File: src/sv/plm_ram.sv
// Generic single write port, single read port RAM with registered read data.
// No dependencies.
`timescale 1ns / 1ps

module plm_ram #(
  parameter int WIDTH = 8,
  parameter int DEPTH = 256,
  localparam int AW = $clog2(DEPTH)
) (
  input  logic             clk_i,
  input  logic             we_i,
  input  logic [AW-1:0]    waddr_i,
  input  logic [WIDTH-1:0] wdata_i,
  input  logic [AW-1:0]    raddr_i,
  output logic [WIDTH-1:0] rdata_o
);

  logic [WIDTH-1:0] mem_q [DEPTH];
  logic [WIDTH-1:0] rd_q;

  always_ff @(posedge clk_i) begin
    if (we_i) begin
      mem_q[waddr_i] <= wdata_i;
    end
    rd_q <= mem_q[raddr_i];
  end

  assign rdata_o = rd_q;

endmodule

File: config.mk
export PLATFORM = sky130hd
export DESIGN_NAME = plm_ram
export DESIGN_NICKNAME = d
export VERILOG_FILES = /design/src/sv/plm_ram.sv
export SDC_FILE = /design/constraint.sdc
export NUM_CORES = 2
export LEC_CHECK = 0
export ABC_CLOCK_PERIOD_IN_PS = 4120
export BUFFER_PORTS_ARGS = -buffer_cell sky130_fd_sc_hd__buf_2
export CAP_MARGIN = 25
export CORE_UTILIZATION = 61
export CTS_CLUSTER_DIAMETER = 40
export DETAILED_ROUTE_END_ITERATION = 10
export GPL_ROUTABILITY_DRIVEN = 0
export HOLD_SLACK_MARGIN = 0.08
export PLACE_DENSITY_LB_ADDON = 0.3
export REMOVE_ABC_BUFFERS = 1
export SETUP_SLACK_MARGIN = 0.1
export SLEW_MARGIN = 10
export SYNTH_ARGS = -nofsm -noshare
export SYNTH_HDL_FRONTEND = slang
export SYNTH_SLANG_ARGS = --single-unit
export TNS_END_PERCENT = 30
File: constraint.sdc
create_clock -name clk_i -period 4.12 [get_ports clk_i]
set_clock_uncertainty 0.1 [all_clocks]
set_input_delay 0.412 -clock clk_i [delete_from_list [all_inputs] [get_ports clk_i]]
set_output_delay 0.412 -clock clk_i [all_outputs]
set_load 0.02 [all_outputs]
# Word level (Yosys, flattened, before mapping)
# Memories as Yosys holds them, arrays and structs flattened. A register that Yosys moved wholly into a read port is not among the register bits.
# Cells that the tools add are included.
# W data, S select, Z words.
# op_classes
mux,2
# ops
op,n
$mux W1,2
# word_totals
reg_bits,0
mem_count,1
ramBits,2048
# mem_list
name,words,word_bits,read_ports,rd_ports_with_merged_regs,write_ports,line,source
mem_q,256,8,1,1,1,18,logic [WIDTH-1:0] mem_q [DEPTH];

# Depth between registers and ports, before layout
# depth
word_depth,2
ltp_mapped,11
mapped_depth_nobuf,6

# Worst setup path after synthesis
# Ideal clock, no wire load.
# synth_path
kind,input to register
start,input port raddr_i[0]
end,register rd_q[2] (netlist: rdata_o[2]) (read register of mem_q)
stages,9
setup_slack_ns,1.670
required_time_ns,3.889
setup_time_ns,0.131
arrival_ns,2.219
cell_sequence,buf_6 > buf_12 > buf_8 > buf_2 > mux4_2 > a22oi_1 > a21oi_1 > nor4_1 > nor4_2
# synth_rtl
element,line,source
from (decl),14,"input logic [AW-1:0] raddr_i,"
to (decl),19,logic [WIDTH-1:0] rd_q;

==> impl_summary.md <==
Synthesis
The count of flip-flops with a built-in enable after synthesis is 2,048. The post-synth design cell area is 79,560 um2. Averaged over all synthesized cells, the footprint is 21.31 um2. The gate count after technology mapping is 3,733.

In the synthesized netlist the dominant register cell turns out to be sky130_fd_sc_hd__edfxtp_1. In this run, synthesis produced a sequential element count of 2,056. The Yosys warning count is 0. The sequential cell area fraction in the yosys report is 77.50%. The post-synthesis async set-or-reset flop share is 0%. The number of distinct library cells after synthesis is 55.

Clocking
Counting the buffers created by CTS gives 220. No sink is reached through more buffers than the 3 on the longest clock path. After clock tree synthesis, the repair step resized 0 gates. For the worst-skew pair, the clock arrives at the later sink with an insertion delay of 840 ps.

The H-tree was split into 4 levels. TritonCTS built the clock tree. After clock tree synthesis, the clock-pin slew on the worst setup and hold paths is 60 ps. The number of sinks driven by the clock tree is 2,056. Clock tree synthesis selected as its root buffer the cell sky130_fd_sc_hd__clkbuf_16.

STA
The portion of the clock cycle consumed by the worst path in the final layout is 75.07%. The number of max-slew violations in the final report came to 0. The number of failing hold endpoints at the final stage is 0. Across all hold checks on the routed design, the worst slack comes to 125.6 ps. The final setup TNS is 0 ps.

The highest achievable clock rate is between 300 and 400 MHz. The remaining max-slew budget at the tightest pin is between 20% and 30%. Setup repair after global routing left no endpoint under its margin. After layout, the minimum clock period comes to 3093 ps. At the pin with the least slew margin, the transition time is 1065 ps. The count of final setup violators is 0.

Worst setup path
The signal arrival time at the worst endpoint is approximately 3700 ps. The endpoint class of the critical path is a register. The depth of the most critical reg-to-reg path is 6. The kind of launch point of the worst setup path is an input port. The kind of critical path is input port to register. STA puts the critical path data required time at 4720 ps.

The critical-path maximum fanout is 23.

Power and ir drop
Overall power consumption after layout is estimated at about 45,000 uW. IR analysis of the VDD net gives a maximum drop of approximately 0.47 mV. For this design the static power due to leakage is 0.02824 uW. The cell area power density is 501.5 nW/um2.

Floorplanning
The die covers 131,900 um2. The floorplan has between 100 and 150 rows. The die is 363.1 um tall.

The region available for standard cell placement spans 129,500 um2. The die span in x is 363.1 um. The top-level port count is 34. The initial utilization of the core area, before any placement, comes to roughly three fifths.

Worst hold path
The tightest min-delay check is of the input port to register type. The hold path depth is 1.

Placed design
Detailed placement ended at an HPWL of ~110 mm. The count of input and output buffers is 33.

GRT
The via count of the first global-routing pass is between 40,000 and 50,000. The initial antenna violation count was 11. The first global-routing pass estimated 281.0 mm of wire. In the global route stage, overall resource usage came out at about 30%. After global routing the overflow that remains totals 0.

The pin count of the biggest net entering global routing is 127.

Cells and area
At the end of the flow, the number of nets in the layout was approximately 4,000. The core occupancy in the finished layout is 69.51%. Leaving out fill and tap cells, the most frequent cells in the layout are sky130_fd_sc_hd__edfxtp_1, sky130_fd_sc_hd__mux4_2, sky130_fd_sc_hd__nor2_1. Leaving out fill and tap cells, the most frequent cell in the layout is sky130_fd_sc_hd__edfxtp_1. The number of fill cells in the layout is 7,601. The sequential standard cell area is 61,660 um2.

The layout cell share with drive strength beyond 1 is about 26%. The area growth from synthesis to layout is 13.14%. The total area of multi-input combinational cells is ~17,000 um2.

Run status
The run finished with clean final reports.

Drt
The total routed wirelength is 194.9 mm. The length of the first detailed-routing pass in iterations is 6. Dividing the detail-routed wire length by the instance count gives about 33 um. The average via count per standard cell is 6.829. Detailed routing inserted a total of 40,350 vias. The post-detailed-route count of antenna-violating nets is 0. The post-route DRC violation count is 0. The detailed router's first-iteration violation count is 6,167.

Job
Across the run, the number of max-cap violations was 0.
## where the power goes
group	leakage, uW	switching, uW	internal, uW
clock network	0.00358	8270	11600
registers	0.0185	54.3	23100
logic	0.00618	1380	750
total	0.0282	9700	35400
## worst max-delay path: stages
cell                      delay (ps)
sky130_fd_sc_hd__buf_8           300
sky130_fd_sc_hd__buf_12          250
sky130_fd_sc_hd__buf_12          220
sky130_fd_sc_hd__buf_4           190
sky130_fd_sc_hd__mux4_2          520
sky130_fd_sc_hd__mux4_2          510
sky130_fd_sc_hd__nor2b_1         170
sky130_fd_sc_hd__nor4_1          730
sky130_fd_sc_hd__buf_4           230
sky130_fd_sc_hd__nor4_1           50
## area by class of cell
type / instances / area share, %
inverter: 2 / 0.008340
clock buffer: 259 / 6.382
antenna: 3 / 0.008340
sequential: 2056 / 68.50
timing repair buffer: 254 / 2.512
tap: 1742 / 2.421
clock inverter: 151 / 1.824
multi-input combinational: 1442 / 18.34
## cell families after synthesis
logic type | count (synthesis) | synth area share (%)
DFF | 2056 | 77.50
muxes | 591 | 14.62
and+or+nand+nor | 466 | 2.628
AOI/OAI and AO/OA | 385 | 3.419
buffers and inverters | 235 | 1.831
## routing by layer
layer,track usage (%),share of wire [%],up-vias
met5,0,0.017,-
met4,11.37,3.9,6
met3,6.640,11,467
met2,47.51,48,2615
met1,41.83,36,21028
li1,-,-,16234
## state kept, by name (all words and copies together), names as in the netlist
name and cells:
mem_q 2048, rdata_o 8
## synth_stat cells (3+ instances only)
| cell | count | area, um2 |
|---|---|---|
| sky130_fd_sc_hd__edfxtp_1 | 2048 | 61500 |
| sky130_fd_sc_hd__mux4_2 | 454 | 10220 |
| sky130_fd_sc_hd__nor2_1 | 282 | 1059 |
| sky130_fd_sc_hd__mux2i_1 | 134 | 1341 |
| sky130_fd_sc_hd__a22oi_1 | 133 | 998.5 |
| sky130_fd_sc_hd__clkbuf_1 | 111 | 416.7 |
| sky130_fd_sc_hd__a21oi_1 | 96 | 480.5 |
| sky130_fd_sc_hd__o221ai_1 | 46 | 402.9 |
| sky130_fd_sc_hd__nand3_1 | 34 | 170.2 |
| sky130_fd_sc_hd__nand2_1 | 33 | 123.9 |
| sky130_fd_sc_hd__buf_2 | 31 | 155.2 |
| sky130_fd_sc_hd__nor2b_1 | 31 | 193.9 |
| sky130_fd_sc_hd__o22ai_1 | 28 | 175.2 |
| sky130_fd_sc_hd__buf_4 | 27 | 202.7 |
| sky130_fd_sc_hd__nor4_1 | 24 | 150.1 |
| sky130_fd_sc_hd__buf_1 | 22 | 82.58 |
| sky130_fd_sc_hd__nor3_1 | 22 | 110.1 |
| sky130_fd_sc_hd__buf_6 | 21 | 236.5 |
| sky130_fd_sc_hd__a211oi_1 | 16 | 120.1 |
| sky130_fd_sc_hd__a221oi_1 | 13 | 113.9 |
| sky130_fd_sc_hd__buf_8 | 13 | 195.2 |
| sky130_fd_sc_hd__nand4_1 | 10 | 62.56 |
| sky130_fd_sc_hd__o211ai_1 | 10 | 75.07 |
| sky130_fd_sc_hd__o21ai_0 | 10 | 50.05 |
| sky130_fd_sc_hd__a22o_1 | 8 | 70.07 |
| sky130_fd_sc_hd__buf_12 | 8 | 160.2 |
| sky130_fd_sc_hd__dfxtp_1 | 8 | 160.2 |
| sky130_fd_sc_hd__nand2b_1 | 8 | 50.05 |
| sky130_fd_sc_hd__and2_1 | 6 | 37.54 |
| sky130_fd_sc_hd__o22a_1 | 5 | 43.79 |
| sky130_fd_sc_hd__o32ai_1 | 4 | 35.03 |
| sky130_fd_sc_hd__or2_2 | 4 | 25.02 |
| sky130_fd_sc_hd__nor4_2 | 3 | 37.54 |
## repair_timing
action                                 in CTS  in global routing
setup buffers                               0                  0
hold buffers                                1                  0
endpoints found under the hold margin      41                  0
## metrics by stage
stage / std cells / instance area, um2 / setup WS (ps)
final: 5909 / 90010 / 1027
after global routing: 5906 / 90000 / 985.9
after CTS: 5903 / 89990 / 932.9
after detailed placement: 5492 / 82590 / 99.87
after global placement: 5486 / 82520 / -249.2
after floorplan: 3500 / 78110 / 1200
## final timing paths
check             slack, ps     startpoint            end
setup reg to reg       1240   mem_q[34][5]     rdata_o[5]
hold / removal          130     wdata_i[6]  mem_q[169][6]
hold reg to reg        1000  mem_q[119][7]     rdata_o[7]
setup / recovery       1030     raddr_i[0]     rdata_o[4]
Note: power is estimated with default switching activity, not from simulation.
